`config.mk`:
```
export PLATFORM = sky130hd
export DESIGN_NAME = uart_frame_receiver_unit
export DESIGN_NICKNAME = d
export VERILOG_FILES = /design/src/hw/rtl/ufr_pkg.sv /design/src/hw/rtl/uart_frame_receiver_unit.sv /design/src/hw/rtl/ufr_cfg_regs.sv /design/src/hw/rtl/ufr_rx_core.sv
export SDC_FILE = /design/constraint.sdc
export NUM_CORES = 1
export LEC_CHECK = 0
export BUFFER_PORTS_ARGS = -buffer_cell sky130_fd_sc_hd__buf_4
export CORE_MARGIN = 2
export CORE_UTILIZATION = 50
export CTS_CLUSTER_SIZE = 28
export DETAILED_ROUTE_END_ITERATION = 12
export PLACE_DENSITY = 0.74
export SYNTH_ARGS = -nofsm -noshare
export SYNTH_HDL_FRONTEND = slang
export SYNTH_SLANG_ARGS = --single-unit
```
`constraint.sdc`:
```
create_clock -name clk -period 8.3 [get_ports clk]
set_input_delay 1.66 -clock clk [delete_from_list [all_inputs] [get_ports clk]]
set_output_delay 1.66 -clock clk [all_outputs]
set_load 0.05 [all_outputs]
```
`src/hw/rtl/ufr_pkg.sv`:
```
// Shared types and constants for the UART frame receiver.
package ufr_pkg;

	// Serial and frame character codes
	localparam logic [7:0] CH_OPEN  = 8'h40;
	localparam logic [7:0] CH_CLOSE = 8'h26;

	// Configuration register indexes
	localparam int unsigned CFG_IDX_W = 8;
	localparam logic [CFG_IDX_W-1:0] REG_BIT_TICKS     = 8'd0;
	localparam logic [CFG_IDX_W-1:0] REG_TIMEOUT_TICKS = 8'd1;
	localparam int unsigned CFG_DATA_W = 32;

	// Register reset values
	localparam logic [15:0] BIT_TICKS_RST     = 16'd104;
	localparam logic [31:0] TIMEOUT_TICKS_RST = 32'd5000000;

	// Bit timing in half bit periods: first data sample and character end
	localparam logic [4:0] HALVES_FIRST = 5'd3;
	localparam logic [4:0] HALVES_END   = 5'd19;

	localparam int unsigned TICK_W = 20;

	typedef struct packed {
		logic [15:0] bit_ticks;
		logic [31:0] timeout_ticks;
	} cfg_t;

	typedef struct packed {
		logic       has_char;
		logic [7:0] char_value;
		logic       first_char;
		logic       last_item;
		logic       frame_ok;
	} result_t;

endpackage

```
`src/hw/rtl/uart_frame_receiver_unit.sv`:
```
// Top level of the UART 8N1 frame receiver with stream ports.
//
// Usage: each input beat on s_* is one sampling tick of the receive line
// (s_tdata bit 0 = line level, 1 = idle high). A low level while the bit
// receiver is idle starts a character; data bits are sampled LSB first at
// 1.5, 2.5 .. 8.5 bit periods and the character ends at 9.5 periods.
// Characters from '@' up to '&' stream out on m_* as a frame: m_tuser
// marks the opening character and success, m_tlast the closing beat. A
// timeout or the length limit closes the frame with frame_ok low; a
// timeout beat carries no character.
// Configuration: cfg_index 0 = bit_ticks, 1 = timeout_ticks, written on
// cfg_valid, always ready; write only between ticks of interest.
// Path: a result passes through the input register and then the result
// register before it shows on m_*. Throughput: one tick per cycle while
// m_* is not stalled, as the bit and frame state update in one step.
// Stall: while m_tvalid waits on m_tready, one more tick may sit in the
// input register; then s_tready drops until the result beat is taken.
// Reset: arst_n clears the valid flags and receiver state, not the data registers; registers return to 104 and 5000000.
module uart_frame_receiver_unit #(
	parameter int unsigned MAX_FRAME = 2048
) (
	input  logic                           clk,
	input  logic                           arst_n,
	// Tick stream
	input  logic                           s_tvalid,
	output logic                           s_tready,
	input  logic [7:0]                     s_tdata,   // [0] rx_level, [7:1] zero
	// Result stream
	output logic                           m_tvalid,
	input  logic                           m_tready,
	output logic [7:0]                     m_tdata,   // [7:0] char_value
	output logic [2:0]                     m_tuser,   // [0] has_char, [1] first_char, [2] frame_ok
	output logic                           m_tlast,   // last_item
	// Configuration writes
	input  logic                           cfg_valid,
	output logic                           cfg_ready,
	input  logic [ufr_pkg::CFG_IDX_W-1:0]  cfg_index,
	input  logic [ufr_pkg::CFG_DATA_W-1:0] cfg_data
);

	ufr_pkg::cfg_t    cfg;
	ufr_pkg::result_t res;
	ufr_pkg::result_t out_q;
	logic             res_valid;
	logic             valid_s1;
	logic             level_s1;
	logic             out_valid_q;
	logic             advance;

	ufr_cfg_regs u_cfg (
		.clk       (clk),
		.arst_n    (arst_n),
		.cfg_valid (cfg_valid),
		.cfg_ready (cfg_ready),
		.cfg_index (cfg_index),
		.cfg_data  (cfg_data),
		.cfg       (cfg)
	);

	// Process the held tick once the result register has room
	assign advance  = valid_s1 && (!out_valid_q || m_tready);
	assign s_tready = !valid_s1 || advance;

	// Input register
	always_ff @(posedge clk or negedge arst_n) begin
		if (!arst_n) begin
			valid_s1 <= 1'b0;
		end else if (s_tready) begin
			valid_s1 <= s_tvalid;
		end
	end

	always_ff @(posedge clk) begin
		if (s_tvalid && s_tready) begin
			level_s1 <= s_tdata[0];
		end
	end

	ufr_rx_core #(
		.MAX_FRAME (MAX_FRAME)
	) u_core (
		.clk       (clk),
		.arst_n    (arst_n),
		.step      (advance),
		.level     (level_s1),
		.cfg       (cfg),
		.res_valid (res_valid),
		.res       (res)
	);

	// Result register: release on a taken beat, load on a new result
	always_ff @(posedge clk or negedge arst_n) begin
		if (!arst_n) begin
			out_valid_q <= 1'b0;
		end else if (res_valid) begin
			out_valid_q <= 1'b1;
		end else if (m_tready) begin
			out_valid_q <= 1'b0;
		end
	end

	always_ff @(posedge clk) begin
		if (res_valid) begin
			out_q <= res;
		end
	end

	assign m_tvalid = out_valid_q;
	assign m_tdata  = out_q.char_value;
	assign m_tuser  = {out_q.frame_ok, out_q.first_char, out_q.has_char};
	assign m_tlast  = out_q.last_item;

`ifndef SYNTHESIS
	a_no_overwrite: assert property (@(posedge clk) disable iff (!arst_n)
		res_valid |-> !out_valid_q || m_tready)
		else $error("result produced while result register is full");

	a_step_needs_tick: assert property (@(posedge clk) disable iff (!arst_n)
		advance |-> valid_s1)
		else $error("core stepped without a held tick");

	a_full_blocks_input: assert property (@(posedge clk) disable iff (!arst_n)
		valid_s1 && out_valid_q && !m_tready |-> !s_tready)
		else $error("input taken while both stages are stalled");
`endif

endmodule

```
`src/hw/rtl/ufr_cfg_regs.sv`:
```
// Configuration register file for the UART frame receiver.
module ufr_cfg_regs (
	input  logic                              clk,
	input  logic                              arst_n,
	input  logic                              cfg_valid,
	output logic                              cfg_ready,
	input  logic [ufr_pkg::CFG_IDX_W-1:0]     cfg_index,
	input  logic [ufr_pkg::CFG_DATA_W-1:0]    cfg_data,
	output ufr_pkg::cfg_t                     cfg
);

	logic [15:0] bit_ticks_q;
	logic [31:0] timeout_ticks_q;

	// Always ready; writes are registered
	assign cfg_ready = 1'b1;

	// Store register beats by index; drop writes to unknown indexes
	always_ff @(posedge clk or negedge arst_n) begin
		if (!arst_n) begin
			bit_ticks_q     <= ufr_pkg::BIT_TICKS_RST;
			timeout_ticks_q <= ufr_pkg::TIMEOUT_TICKS_RST;
		end else if (cfg_valid && cfg_ready) begin
			if (cfg_index == ufr_pkg::REG_BIT_TICKS) begin
				bit_ticks_q <= cfg_data[15:0];
			end else if (cfg_index == ufr_pkg::REG_TIMEOUT_TICKS) begin
				timeout_ticks_q <= cfg_data[31:0];
			end
		end
	end

	assign cfg.bit_ticks     = bit_ticks_q;
	assign cfg.timeout_ticks = timeout_ticks_q;

endmodule

```
`src/hw/rtl/ufr_rx_core.sv`:
```
// Bit sampling and frame tracking state, one tick per step.
module ufr_rx_core #(
	parameter int unsigned MAX_FRAME = 2048
) (
	input  logic              clk,
	input  logic              arst_n,
	input  logic              step,
	input  logic              level,
	input  ufr_pkg::cfg_t     cfg,
	output logic              res_valid,
	output ufr_pkg::result_t  res
);

	localparam int unsigned LEN_W = $clog2(MAX_FRAME);
	localparam logic [LEN_W-1:0] LEN_LIMIT = LEN_W'(MAX_FRAME - 1);

	logic                        rx_busy_q;
	logic [ufr_pkg::TICK_W-1:0]  char_ticks_q;
	logic [3:0]                  bit_index_q;
	logic [7:0]                  shift_value_q;
	logic                        in_frame_q;
	logic [LEN_W-1:0]            frame_length_q;
	logic [31:0]                 frame_timer_q;

	logic                        rx_busy_d;
	logic [ufr_pkg::TICK_W-1:0]  char_ticks_d;
	logic [3:0]                  bit_index_d;
	logic [7:0]                  shift_value_d;
	logic                        in_frame_d;
	logic [LEN_W-1:0]            frame_length_d;
	logic [31:0]                 frame_timer_d;

	logic [31:0]                 timer_inc;
	logic [ufr_pkg::TICK_W-1:0]  ticks_inc;
	logic [LEN_W-1:0]            len_inc;
	logic [4:0]                  halves;
	logic [20:0]                 product;
	logic [ufr_pkg::TICK_W-1:0]  point;

	// Sample point in ticks: floor(bit_ticks * halves / 2)
	assign halves  = bit_index_q[3] ? ufr_pkg::HALVES_END
	                                : 5'({bit_index_q[2:0], 1'b0}) + ufr_pkg::HALVES_FIRST;
	assign product = 21'(cfg.bit_ticks) * 21'(halves);
	assign point   = product[20:1];

	assign ticks_inc = char_ticks_q + 1'b1;
	assign len_inc   = frame_length_q + 1'b1;
	assign timer_inc = (in_frame_q && (frame_timer_q != '1)) ? frame_timer_q + 1'b1
	                                                          : frame_timer_q;

	// Next state and result for the tick in the input register
	always_comb begin
		rx_busy_d      = rx_busy_q;
		char_ticks_d   = char_ticks_q;
		bit_index_d    = bit_index_q;
		shift_value_d  = shift_value_q;
		in_frame_d     = in_frame_q;
		frame_length_d = frame_length_q;
		frame_timer_d  = timer_inc;
		res_valid      = 1'b0;
		res            = '0;

		if (rx_busy_q) begin
			char_ticks_d = ticks_inc;
			if (!bit_index_q[3]) begin
				// Take one data bit, LSB first
				if (ticks_inc >= point) begin
					shift_value_d = shift_value_q | (8'(level) << bit_index_q[2:0]);
					bit_index_d   = bit_index_q + 1'b1;
				end
			end else if (ticks_inc >= point) begin
				// Character done; stop bit is not checked
				rx_busy_d     = 1'b0;
				char_ticks_d  = '0;
				bit_index_d   = '0;
				shift_value_d = '0;
				res.char_value = shift_value_q;
				if (!in_frame_q) begin
					if (shift_value_q == ufr_pkg::CH_OPEN) begin
						in_frame_d     = 1'b1;
						frame_length_d = LEN_W'(1);
						frame_timer_d  = '0;
						res_valid      = 1'b1;
						res.has_char   = 1'b1;
						res.first_char = 1'b1;
					end
				end else begin
					frame_length_d = len_inc;
					res_valid      = 1'b1;
					res.has_char   = 1'b1;
					if (shift_value_q == ufr_pkg::CH_CLOSE) begin
						in_frame_d    = 1'b0;
						res.last_item = 1'b1;
						res.frame_ok  = 1'b1;
					end else if (len_inc >= LEN_LIMIT) begin
						in_frame_d    = 1'b0;
						res.last_item = 1'b1;
					end
				end
			end
		end else begin
			// Timeout is checked only while the bit receiver is idle
			if (in_frame_q && (timer_inc >= cfg.timeout_ticks)) begin
				in_frame_d    = 1'b0;
				res_valid     = 1'b1;
				res.last_item = 1'b1;
			end
			if (!level) begin
				rx_busy_d     = 1'b1;
				char_ticks_d  = '0;
				bit_index_d   = '0;
				shift_value_d = '0;
			end
		end

		// Outside a frame the counters rest at zero
		if (!in_frame_d) begin
			frame_length_d = '0;
			frame_timer_d  = '0;
		end

		if (!step) begin
			res_valid = 1'b0;
		end
	end

	// Advance state once per processed tick
	always_ff @(posedge clk or negedge arst_n) begin
		if (!arst_n) begin
			rx_busy_q      <= 1'b0;
			char_ticks_q   <= '0;
			bit_index_q    <= '0;
			shift_value_q  <= '0;
			in_frame_q     <= 1'b0;
			frame_length_q <= '0;
			frame_timer_q  <= '0;
		end else if (step) begin
			rx_busy_q      <= rx_busy_d;
			char_ticks_q   <= char_ticks_d;
			bit_index_q    <= bit_index_d;
			shift_value_q  <= shift_value_d;
			in_frame_q     <= in_frame_d;
			frame_length_q <= frame_length_d;
			frame_timer_q  <= frame_timer_d;
		end
	end

`ifndef SYNTHESIS
	a_first_is_char: assert property (@(posedge clk) disable iff (!arst_n)
		res_valid && res.first_char |-> res.has_char && !res.last_item)
		else $error("opening result without character or with end mark");

	a_ok_needs_last: assert property (@(posedge clk) disable iff (!arst_n)
		res_valid && res.frame_ok |-> res.last_item && res.has_char)
		else $error("frame_ok set on a result that does not end the frame");

	a_timeout_shape: assert property (@(posedge clk) disable iff (!arst_n)
		res_valid && !res.has_char |-> res.last_item && !res.frame_ok && !rx_busy_q)
		else $error("empty result is not an idle timeout");

	a_idle_counters: assert property (@(posedge clk) disable iff (!arst_n)
		!in_frame_q |-> (frame_length_q == '0) && (frame_timer_q == '0))
		else $error("frame counters not cleared outside a frame");

	a_open_enters_frame: assert property (@(posedge clk) disable iff (!arst_n)
		step && res_valid && res.first_char |=> in_frame_q && (frame_length_q == LEN_W'(1)))
		else $error("opening character did not start a frame");
`endif

endmodule

```
Yosys cells after proc, flatten, opt, wreduce, memory -nomap -nowiden --
Index checks and enable logic that the tools add are counted.
Storage, ports and cells: flip-flop bits (word level) 140
Cells by class: add/sub/neg operators 5, multiply operators 1, magnitude comparators 3, eq/ne operators 10, shift operators 1, multiplexer cells 55, bitwise logic cells 5, reduce and logical (&&, ||, !) cells 18
Operators by type and width (number):
- $mux W32 | 7
- $mux W20 | 4
- $mux W11 | 6
- $mux W8 | 5
- $add A32 B1 Y32 const B | 1
- $ge A32 B32 Y1 | 1
- $ne A32 B32 Y1 const B | 1
- $mux W1 | 24
- $mul A16 B5 Y21 | 1
- $add A20 B1 Y20 const B | 1
- $ge A20 B20 Y1 | 1
- $mux W4 | 5
- $add A11 B1 Y11 const B | 1
- $ge A11 B11 Y1 const B | 1
- $reduce_and A3 Y1 | 3
- $eq A8 B1 Y1 const B | 1
- $eq A8 B6 Y1 const B | 1
- $eq A8 B7 Y1 const B | 1
- $logic_not A8 Y1 | 1
- $or A8 B8 Y8 | 1
- $shl A1 B3 Y8 | 1
- $mux W2 | 3
- $ne A2 B1 Y1 const B | 3
- $add A4 B2 Y5 const B | 1
- 13 further kinds | 23

Depth between registers and ports, before layout --
Gate-level depths: netlist (run 1).
depth in word-level cells 10, depth in mapped cells 32, mapped depth without buffers 30

By module --
From an unflattened synthesis (run 1), not the netlist that was laid out.
Unflattened totals: cells, all modules 1119, area total of the unflattened synthesis 10725.3 um^2
By module, submodules not included:
- ufr_rx_core | instances 1, cells an instance 990, area each 8231.6 um^2
- ufr_cfg_regs | instances 1, cells an instance 108, area each 1999.4 um^2
- uart_frame_receiver_unit | instances 1, cells an instance 21, area each 494.2 um^2

Least setup slack after synthesis (run 1) --
Ideal clock, no wire load.
kind register to register, from register u_core.bit_index_q[3], to register out_q, in the netlist m_tdata[0], enable pin, setup time 385 ps, arrival 6689 ps, data required time 7915 ps, setup slack 1226 ps, stages on the path, launching flop included 29, path through dfrtp_1 clkbuf_1 inv_1 buf_1 ha_1 clkbuf_1 nor2_1 fa_1 fa_1 inv_1 fa_1 inv_1 ha_1 or2_2 o31ai_1 a21oi_1 a221oi_1 a21oi_1 a41oi_1 a21oi_1 xnor2_1 ha_1 and4_1 and3_1 nand3_1 nor2_1 a21o_1 nand2b_1 a21oi_1
On the way: cells in the longest elaborated chain, start to end 7
RTL lines:
- start, declared | line ufr_rx_core.sv:19 | logic [3:0] bit_index_q;
- start signal, assigned | line ufr_rx_core.sv:140 | bit_index_q <= bit_index_d;
- $mux W5 | line ufr_rx_core.sv:41 | assign halves = bit_index_q[3] ? ufr_pkg::HALVES_END
- $mul A16 B5 Y21 | line ufr_rx_core.sv:43 | assign product = 21'(cfg.bit_ticks) * 21'(halves);
- $ge A20 B20 Y1 | line ufr_rx_core.sv:71 | end else if (ticks_inc >= point) begin
- $mux W1 | line ufr_rx_core.sv:71
- $mux W1 (*) | line ufr_rx_core.sv:65 | if (!bit_index_q[3]) begin
- $mux W1 (*) | line ufr_rx_core.sv:63 | if (rx_busy_q) begin
- $mux W1 (*) | line ufr_rx_core.sv:122 | if (!step) begin
- named net res_valid | line uart_frame_receiver_unit.sv:44 | logic res_valid;
- end signal, assigned | line uart_frame_receiver_unit.sv:104 | out_q <= res;
- end, declared | line uart_frame_receiver_unit.sv:43 | ufr_pkg::result_t out_q;
The timed path passes the listed nets; every way through them passes the cells marked *. A chain may end at the register's enable or synchronous reset.

Worst setup path in the final report (run 1) --
from register u_core.bit_index_q[1], to register u_core.frame_timer_q[4]
On the way: cells in the longest elaborated chain, start to end 8, elaborated cells on any way between the ends 11, classes of those cells add/sub (1); mul (1); order compare (1); mux (8)
RTL lines:
- $add A4 B2 Y5 (*) | line ufr_rx_core.sv:42 | : 5'({bit_index_q[2:0], 1'b0}) + ufr_pkg::HALVES_FIRST;
- $mux W5 (*) | line ufr_rx_core.sv:41
- $mul A16 B5 Y21 (*) | line ufr_rx_core.sv:43
- $ge A20 B20 Y1 (*) | line ufr_rx_core.sv:71
- $mux W32 / $mux W1 (equally long branches) | line ufr_rx_core.sv:71
- $mux W32 / $mux W1 (equally long branches) | line ufr_rx_core.sv:65
- $mux W32 / $mux W1 (equally long branches) | line ufr_rx_core.sv:63
- $mux W32 (*) | line ufr_rx_core.sv:117 | if (!in_frame_d) begin
- end signal, assigned | line ufr_rx_core.sv:144 | frame_timer_q <= frame_timer_d;
- end, declared | line ufr_rx_core.sv:23 | logic [31:0] frame_timer_q;
Mark *: on every way between the ends. The rest lies on a longest branch, timed or not.

==> results.cfg, run 1 <==
[floorplan]
io-pin-count = 68
die_height_um = 151
initial_core_util_pct = 51.2
die_area_mm2 = 0.0229
core_mm2 = 0.0212
die_x_um = 151
fp-row-count = 53

[timing]
rsz0062_at_grt = no
drv_slew = 0
finalCriticalPeriod_ps = 7720
tightest_slew_ps = 1030
final.setup.tns_ps = 0
setup_viol = 0
fmax_mhz = 129
finClkSkew_ps = 8.06
slew_headroom_pct = 31.1
hold_viol = 0
period_share_pct = 93.0

[final_layout]
synthToLayoutAreaGrowth_pct = 12.0
nNetsFinal = 1443
drive_above_1_share_pct = 14.4
layout.cells.non_filler = 1549
final_area_mm2 = 0.0121
num_antenna_cells = 0

[critical_path]
cp_slowest_cell = fa_1
cp_slowest_stage_delay_ps = 540
startpoint_type = flop
crit_family = adder cells
r2r_cells = 29
crit_fanout = 16
end_kind = flop
cp.buffers_inverters = 5
r2r_slack_ps = 580
cp.arrival_ps = 8060
required_ps = 8640
reg2reg_from = u_core.bit_index_q[1]
r2r-end = u_core.frame_timer_q[4]
setup.worst_path.class = reg -> reg

[routing]
drc_errors = 0
drt_pass1_iterations = 5
via_per_inst = 5.73
vias = 8878
wl_per_cell_um = 15.7
final_antenna_net_count = 0
routed_wl_um = 24400
drtIter0Drc = 646

[yosys]
synthDistinctLibCells = 73
synth_top_family_by_area = simple AND/OR/NAND/NOR gates
synth.avg_cell_area_um2 = 8.94
netlist_top_cells_area = dfrtp_1 (27%), ha_1 (10%), fa_1 (7.8%)
async_reset_ff_share_pct = 90.7
synth_edf_count = 13
synth-compound-area-share_pct = 14.4
ys_warn_count = 0
synth_xor_area_share_pct = 4.61
ys.flop_type = dfrtp_1
ys_seq_area_share_pct = 33.0
netlist.area_leader.share_pct = 26.8
syn_nets = 1394
synth_top_area_cell = dfrtp_1
synth_fa_ha_area_share_pct = 17.8
syn_inst = 1212
synth_area_mm2 = 0.0108
synthMuxAreaShare_pct = 4.63
ys_seq_elements = 140
synthSimpleGateAreaFrac_pct = 19.2

[power_and_ir_drop]
ir_worst_vdd_v = 0.000182
total_power_mw = 2.93
leakagePower_nw = 5.63
power_density_mw_per_mm2 = 242

[global_routing]
grt_pass1_wl_um = 41200
grt_max_degree = 85
grt.overflow.total = 0
grt_usage_pct = 22.7
antenna_found_initial = 0
grt_pass1_vias = 8487

[clock_network]
cts_made_buffers = 17
clock-root-buffer = clkbuf_16
cts_tree = built
h-tree-depth = 4
insertion_delay_ps = 430
clockBufferDepth = 2
cts_sinks = 140
cts_setup_buffers = 0
clkSlewWorstSetupHoldPaths_ps = 60

[run]
cap_viol_max_count = 0

[min_path]
worstHoldEndpoint = u_core.char_ticks_q[19]
hold_start = u_core.char_ticks_q[19]
hold_path.class = reg -> reg
hold_depth = 2

[placement]
gp_congestion = 0.869
place_area_mm2 = 0.0116
io_buffer_count = 59
dp_cells = 1517
hpwl_um = 17800

[run_status]
outcome = finished, final reports clean
==> registers in the layout, indices dropped and copies added (netlist names) <==
| register | flops |
|---|---|
| u_cfg.timeout_ticks_q | 32 |
| u_core.frame_timer_q | 32 |
| u_core.char_ticks_q | 20 |
| u_cfg.bit_ticks_q | 16 |
| u_core.frame_length_q | 11 |
| m_tdata | 8 |
| u_core.shift_value_q | 8 |
| u_core.bit_index_q | 4 |
| m_tuser | 3 |
| level_s1 | 1 |
| m_tlast | 1 |
| m_tvalid | 1 |
| u_core.in_frame_q | 1 |
| u_core.rx_busy_q | 1 |
| valid_s1 | 1 |
==> synthesized netlist by cell type, types with 4 or more instances <==
master      n
o211ai_1    6
xor2_1     23
a21o_1     12
nor3_1     31
or2_2       5
o31ai_1     9
o21ai_0    53
mux2_2     37
dfrtp_1   116
o22ai_1    13
a22o_1      6
buf_2       5
a32oi_1     5
fa_1       42
nand2_1   145
a31oi_1    28
nand2b_1   19
and3_1     15
nor2_1     77
mux2i_1     7
or3_1       8
a211o_1     8
nand3_1    41
nand4_1    20
clkbuf_1   37
a21oi_1    58
edfxtp_1   13
nor4_1      6
a211oi_1    6
and2_1     25
dfstp_2    11
xnor2_1    34
ha_1       87
inv_1     126
nor2b_1    13
and4_1      4
==> worst reg2reg max path: cells and delay by family, from the launching register on <==
family,cells,cell delay [ps]
simple gates,7,1670
buf+inv,5,690
xor+xnor,1,150
fa+ha+maj,6,2410
compound gates,10,2290
flops,1,440
==> logic make-up (layout without fill, tap and decap cells) <==
group,after synthesis,after routing
other,1,1
adder cells (fa/ha/maj),129,129
multiplexers,45,45
XOR/XNOR,57,57
buffers and inverters,176,238
AO/OA/AOI/OAI,238,238
flip-flops,140,140
AND/OR/NAND/NOR,426,426
==> layout make-up <==
class,count,area [um^2]
inverters,126,473
well taps,275,344
clock buffers,18,429
repair buffers,80,604
flip-flops and latches,140,3580
multi-input cells,896,6580
fillers,1848,9020
clock inverters,14,123
==> metrics by stage <==
stage	setup WS, ps	hold slack [ps]	utilization, %
after floorplan	1230	459	-
after CTS	549	494	57.3
final	578	488	57.4
after global placement	630	473	54.7
after global routing	18.6	513	57.4
after detailed placement	586	480	54.7
==> what timing repair did <==
item,4_1_cts,5_1_grt
hold endpoints to repair,0,0
gates resized for setup,0,1
endpoints found under the setup margin,0,1
hold buffers,0,0
==> power by group <==
part	internal [mW]	leakage (nW)	switching, mW
Clock	0.410	0.248	0.311
Combinational	0.632	3.58	0.830
Sequential	0.722	1.80	0.0284
==> metal layers <==
metal  track usage [%]  share of wire [%]  up-vias
li1                  -                  -     4311
met1              32.5                 48     4273
met2              35.1                 44      259
met3              3.73                5.7       35
met4              7.62                2.3        0
met5                 0                  0        -
==> worst max-delay path by stage <==
stage | from | to | slack [ps] | cells past startpoint
final | u_core.bit_index_q[1] | u_core.frame_timer_q[4] | 580 | 29
after global routing | u_core.bit_index_q[1] | u_core.frame_timer_q[4] | 20 | 29
after CTS | u_core.bit_index_q[1] | u_core.frame_length_q[1] | 550 | 29
after detailed placement | u_core.bit_index_q[1] | u_core.frame_length_q[1] | 590 | 29
after global placement | u_core.bit_index_q[1] | u_core.frame_length_q[1] | 630 | 29
after floorplan | u_core.bit_index_q[3] | m_tdata[0] | 1230 | 28
==> layout by cell type (no fill, tap or decap), drive strengths merged, types with 6 or more instances in the layout <==
cell type  synthesis  layout
nand2            145     145
inv              126     127
dfrtp            116     116
ha                87      87
buf               12      80
nor2              78      78
a21oi             61      61
o21ai             56      56
fa                42      42
nand3             42      42
mux2              38      38
xnor2             34      34
nor3              31      31
a31oi             28      28
and2              26      26
xor2              23      23
nand4             21      21
nand2b            19      19
clkbuf            38      18
and3              15      15
o22ai             13      13
edfxtp            13      13
nor2b             13      13
a21o              12      12
dfstp             11      11
o31ai              9       9
or3                8       8
a211o              8       8
mux2i              7       7
clkinvlp           0       7
nor4               7       7
a211oi             6       6
o211ai             6       6
a22o               6       6
Power figures use the tool's default switching activity.
==> run 2, diff against run 1 <==
- BUFFER_PORTS_ARGS: -buffer_cell sky130_fd_sc_hd__buf_4 -> -buffer_cell sky130_fd_sc_hd__buf_2
- GPL_TIMING_DRIVEN: not set -> 0
==> run 2 against run 1 <==
  * Sequential power hardly changed
  * Cell count is 1.9% higher
  * Worst setup slack better by 5.7 ps
==> results.cfg, run 2 (synthesis gave the netlist of run 1 again) <==
[routing]
drt_pass1_iterations = 5
via_per_inst = 5.80
wl_per_cell_um = 16.4
vias = 9151
drc_errors = 0
routed_wl_um = 25900
final_antenna_net_count = 0
drtIter0Drc = 655

[clock_network]
cts_sinks = 140
cts_tree = built
h-tree-depth = 4
clock-root-buffer = clkbuf_16
clockBufferDepth = 2
cts_made_buffers = 17
clkSlewWorstSetupHoldPaths_ps = 60
insertion_delay_ps = 430
cts_hold_buf = 0

[final_layout]
drive_above_1_share_pct = 14.1
nNetsFinal = 1472
largestRegisters = u_cfg.timeout_ticks_q (32), u_core.frame_timer_q (32), u_core.char_ticks_q (20)
final_cell_mix = nand2_1 (145), inv_1 (125), dfrtp_1 (116)
synthToLayoutAreaGrowth_pct = 12.2
final_util_pct = 57.5
num_antenna_cells = 0
nFillCells = 1826
mostFrequentLayoutCell = nand2_1
final_area_mm2 = 0.0122

[placement]
place_area_mm2 = 0.0115
io_buffer_count = 59
dp_slack_ps = -486
gp_congestion = 0.901
hpwl_um = 19100

[global_routing]
grt_use_met3_pct = 6.23
grt_pass1_vias = 8834
grt_max_degree = 99
grt_pass1_wl_um = 43000
antenna_found_initial = 0
grt.overflow.total = 0
top_usage_layer = met2
gr-usage-met2_pct = 35.7
use_met1_pct = 33.5
grt_usage_pct = 23.9

[timing]
hold_viol = 0
finalCriticalPeriod_ps = 7720
finClkSkew_ps = 11.7
slew_headroom_pct = 41.5
period_share_pct = 93.0
setup_viol = 0
fmax_mhz = 130
tightest_slew_ps = 874
drv_slew = 0
worst_slack_ps = 583

[critical_path]
setup.worst_path.class = reg -> reg
crit_fanout = 10
end_kind = flop
startpoint_type = flop
cp.arrival_ps = 8060
required_ps = 8640
cp_slowest_stage_delay_ps = 550
cp_slowest_cell = fa_1

[power_and_ir_drop]
ir_worst_vdd_v = 0.000254
power_density_mw_per_mm2 = 245
total_power_mw = 2.98
leakagePower_nw = 5.64

[floorplan]
io-pin-count = 68
die_height_um = 151
core_mm2 = 0.0212
die_x_um = 151
fp-row-count = 53
initial_core_util_pct = 51.2
die_area_mm2 = 0.0229

[run_status]
outcome = finished, final reports clean

[min_path]
hold_path.class = reg -> reg

[run]
cap_viol_max_count = 0
run 2: changes by cell type in the layout (fill, tap and decap cells not counted), moves of 2 or more:
cell	before	now
clkbuf_2	0	5
buf_4	79	2
a21oi_1	58	56
nand3_2	3	1
clkbuf_4	0	2
buf_6	1	3
buf_1	0	2
inv_6	1	4
nand3_1	39	41
clkinvlp_4	7	2
a221oi_1	2	0
buf_2	0	64
clkbuf_1	1	33
run 2: final timing paths:
| kind | startpoint | end | slack [ps] | cells after the start |
|---|---|---|---|---|
| hold / removal | u_core.char_ticks_q[19] | u_core.char_ticks_q[19] | 490 | 2 |
| max in group asynchronous | arst_n | u_cfg.timeout_ticks_q[22] | 6390 | 2 |
| setup / recovery | u_core.bit_index_q[3] | u_core.frame_timer_q[16] | 580 | 29 |
| min in group asynchronous | arst_n | u_core.char_ticks_q[6] | 1110 | 1 |
| hold reg to reg | u_core.char_ticks_q[19] | u_core.char_ticks_q[19] | 490 | 2 |
| setup reg to reg | u_core.bit_index_q[3] | u_core.frame_timer_q[16] | 580 | 29 |
run 2: per-stage QoR:
step | TNS, ps | cells | hold slack (ps)
3_5_place_dp | -22790 | 1547 | 477
5_1_grt | -26.5 | 1578 | 523
4_1_cts | 0 | 1579 | 490
2_1_floorplan | 0 | 1212 | 459
6_report | 0 | 1578 | 489
3_3_place_gp | -15140 | 1546 | 469
run 2: critical path, delay by kind of cell (launching register included):
family          cells  cell delay (ps)
fa+ha+maj           6             2420
flops               1              530
buf+inv             6             1090
simple gates        6             1140
compound gates     10             2260
xor+xnor            1              190
run 2: cell type report:
type                            count  area (um^2)  share of cell area [%]
Inverter                          126          473                    3.89
Multi-Input combinational cell    896         6640                    54.5
Clock buffer                       20          437                    3.59
Tap cell                          275          344                    2.83
Sequential cell                   140         3580                    29.4
Buffer                             49          228                    1.87
Clock inverter                     12          138                    1.13
Timing Repair Buffer               60          329                    2.70
run 2: timing repair:
item,4_1_cts,5_1_grt
setup endpoints to repair,90,99
cloned,0,0
resized for setup,8,19
endpoints found under the hold margin,0,0
buffers inserted,0,0
run 2: per-layer routing:
metal	up-vias	wire [um]	share of wire, %
li1	4370	-	-
met1	4440	12300	47
met2	292	11300	44
met3	49	1770	6.8
met4	0	594	2.3
met5	-	0	0
run 2: power by group:
group / internal, mW / leakage, nW / switching [mW]
clock: 0.446 / 0.276 / 0.320
sequential: 0.722 / 1.80 / 0.0295
combinational: 0.625 / 3.57 / 0.835
total: 1.79 / 5.64 / 1.18
==> run 3, diff against run 2 <==
- CORE_UTILIZATION: 50 -> 60
- PLACE_DENSITY: 0.74 -> 0.85
- SYNTH_HIERARCHICAL: not set -> 1
==> run 3 against run 2 <==
  * Via count fell by 4.9%
  * Utilization rose by 12 points
  * Final area fell by 0.71%
  * Register-to-register slack got worse by 190 ps
  * Total power fell by 9.5%
  * Combinational power fell by 35%
==> results.cfg, run 3 <==
[yosys]
ys_seq_elements = 140
synth_top_area_cell = dfrtp_1
synthTopCellsByCount = inv_1 (140), dfrtp_1 (116), ha_1 (87)
ys_seq_area_share_pct = 33.4
ys_warn_count = 6
synth_area_mm2 = 0.0107
async_reset_ff_share_pct = 90.7
synthDistinctLibCells = 72
netlist_top_cells_area = dfrtp_1 (27%), ha_1 (10%), fa_1 (7.8%)
syn_nets = 1301
synth_edf_count = 13
yosysMostFrequentCell = inv_1
ys.flop_type = dfrtp_1
synth.avg_cell_area_um2 = 9.58
syn_inst = 1119
netlist.area_leader.share_pct = 27.1

[floorplan]
core_mm2 = 0.0174
die_height_um = 138
io-pin-count = 68
die_x_um = 138
die_area_mm2 = 0.0190
fp-row-count = 48
initial_core_util_pct = 61.6

[routing]
drtIter0Drc = 886
drt_pass1_iterations = 8
routed_wl_um = 25400
drc_errors = 0
vias = 8707
via_per_inst = 6.07
wl_per_cell_um = 17.7
final_antenna_net_count = 0

[timing]
hold_viol = 0
period_share_pct = 95.2
slew_headroom_pct = 41.5
drv_slew = 0
final.setup.tns_ps = 0
finalCriticalPeriod_ps = 7910
fmax_mhz = 127
tightest_slew_ps = 876
finClkSkew_ps = 16.2
setup_viol = 0

[clock_network]
insertion_delay_ps = 440
cts_tree = built
cts_hold_buf = 0
clock-root-buffer = clkbuf_16
clkSlewWorstSetupHoldPaths_ps = 60
cts_made_buffers = 17
clockBufferDepth = 2
h-tree-depth = 4
cts_sinks = 140

[power_and_ir_drop]
ir_worst_vdd_v = 0.000162
leakagePower_nw = 5.84
power_density_mw_per_mm2 = 223

[global_routing]
grt_pass1_wl_um = 42100
antenna_found_initial = 0
grt_usage_pct = 28.5
grt.overflow.total = 0
grt_max_degree = 81
grt_pass1_vias = 8882

[final_layout]
final_cell_mix = inv_1 (139), dfrtp_1 (115), ha_1 (86)
num_antenna_cells = 0
mostFrequentLayoutCell = inv_1
final_area_mm2 = 0.0121
nNetsFinal = 1379
final_util_pct = 69.4
drive_above_1_share_pct = 16.4
largestRegisters = u_cfg/timeout_ticks_q (32), u_core/frame_timer_q (32), u_core/char_ticks_q (20)
synthToLayoutAreaGrowth_pct = 12.6
layout.cells.non_filler = 1435
nFillCells = 1274

[critical_path]
setup.worst_path.class = reg -> reg
end_kind = flop
required_ps = 8640
startpoint_type = flop
crit_fanout = 12
r2r_slack_ps = 390
cp_slowest_stage_delay_ps = 520
cp.arrival_ps = 8250
crit_family = compound AO/OA/AOI/OAI gates
cp_slowest_cell = fa_1
cp.buffers_inverters = 4

[placement]
dp_cells = 1404
io_buffer_count = 59
hpwl_um = 18400
place_area_mm2 = 0.0113
gp_congestion = 0.896

[min_path]
hold_path.class = reg -> reg

[run_status]
outcome = finished, final reports clean

[run]
cap_viol_max_count = 0
==> run 3: cell count changes after synthesis, moves of 10 or more <==
cell      previous run  this run
nor2_1              77        67
a21o_1              12        25
o21ai_1              2        21
mux2_4               1        30
o21ai_0             53        19
nand2_1            145        68
mux2_2              37        20
clkbuf_1            37        21
inv_1              126       140
and2_1              25        36
a22o_1               6        16
==> run 3: kinds of logic (layout without fill, tap and decap cells) <==
family | count (synthesis) | in the layout | share of synthesized area, %
flip-flops | 140 | 140 | 33.4
adder cells (fa/ha/maj) | 129 | 129 | 18.0
multiplexers | 52 | 52 | 6.51
AND/OR/NAND/NOR | 341 | 341 | 17.1
AO/OA/AOI/OAI | 214 | 214 | 12.9
XOR/XNOR | 63 | 63 | 5.14
buffers and inverters | 179 | 270 | 6.92
other | 1 | 1 | 0.0350
==> run 3: worst paths after layout <==
kind / start / to / cells after the start
setup / recovery: u_core/bit_index_q[0] / u_core/frame_length_q[7] / 27
setup reg to reg: u_core/bit_index_q[0] / u_core/frame_length_q[7] / 27
min in group asynchronous: arst_n / u_cfg/timeout_ticks_q[26] / 1
hold / removal: u_core/frame_length_q[10] / u_core/frame_length_q[10] / 1
max in group asynchronous: arst_n / u_cfg/bit_ticks_q[3] / 2
hold reg to reg: u_core/frame_length_q[10] / u_core/frame_length_q[10] / 1
==> run 3: timing repair <==
item                       CTS  global route
pin swaps                    0             1
resized for setup            7            14
buffers inserted             1             1
setup endpoints to repair   67            92
==> run 3: routing by layer <==
metal | wire (um) | GRT usage [%] | part of all wire, %
met5 | 0 | 0 | 0
met4 | 511 | 10.7 | 2.0
met3 | 2060 | 6.77 | 8.1
met2 | 12100 | 46.2 | 48
met1 | 10700 | 37.2 | 42
==> run 3: power by group <==
part | switching [mW] | leakage, nW | total, mW | internal, mW
logic | 0.611 | 3.71 | 0.956 | 0.345
registers | 0.0921 | 1.79 | 0.870 | 0.778
clock network | 0.309 | 0.332 | 0.867 | 0.559
==> run 3: layout make-up <==
class	count	area [um^2]	area share [%]
flip-flops and latches	140	3580	29.7
clock buffers	22	507	4.19
multi-input cells	800	6440	53.3
repair buffers	62	357	2.95
inverters	142	538	4.45
plain buffers	34	208	1.72
well taps	225	282	2.33
clock inverters	10	170	1.41
==> run 3: per-stage QoR <==
step           worst slack [ps]  power [mW]  hold slack [ps]
6_report                    395        2.69              503
4_1_cts                    72.3        2.66              499
5_1_grt                  -0.542        2.84              529
3_3_place_gp               -412        1.73              467
2_1_floorplan               924        1.51              451
3_5_place_dp               -502        1.77              478
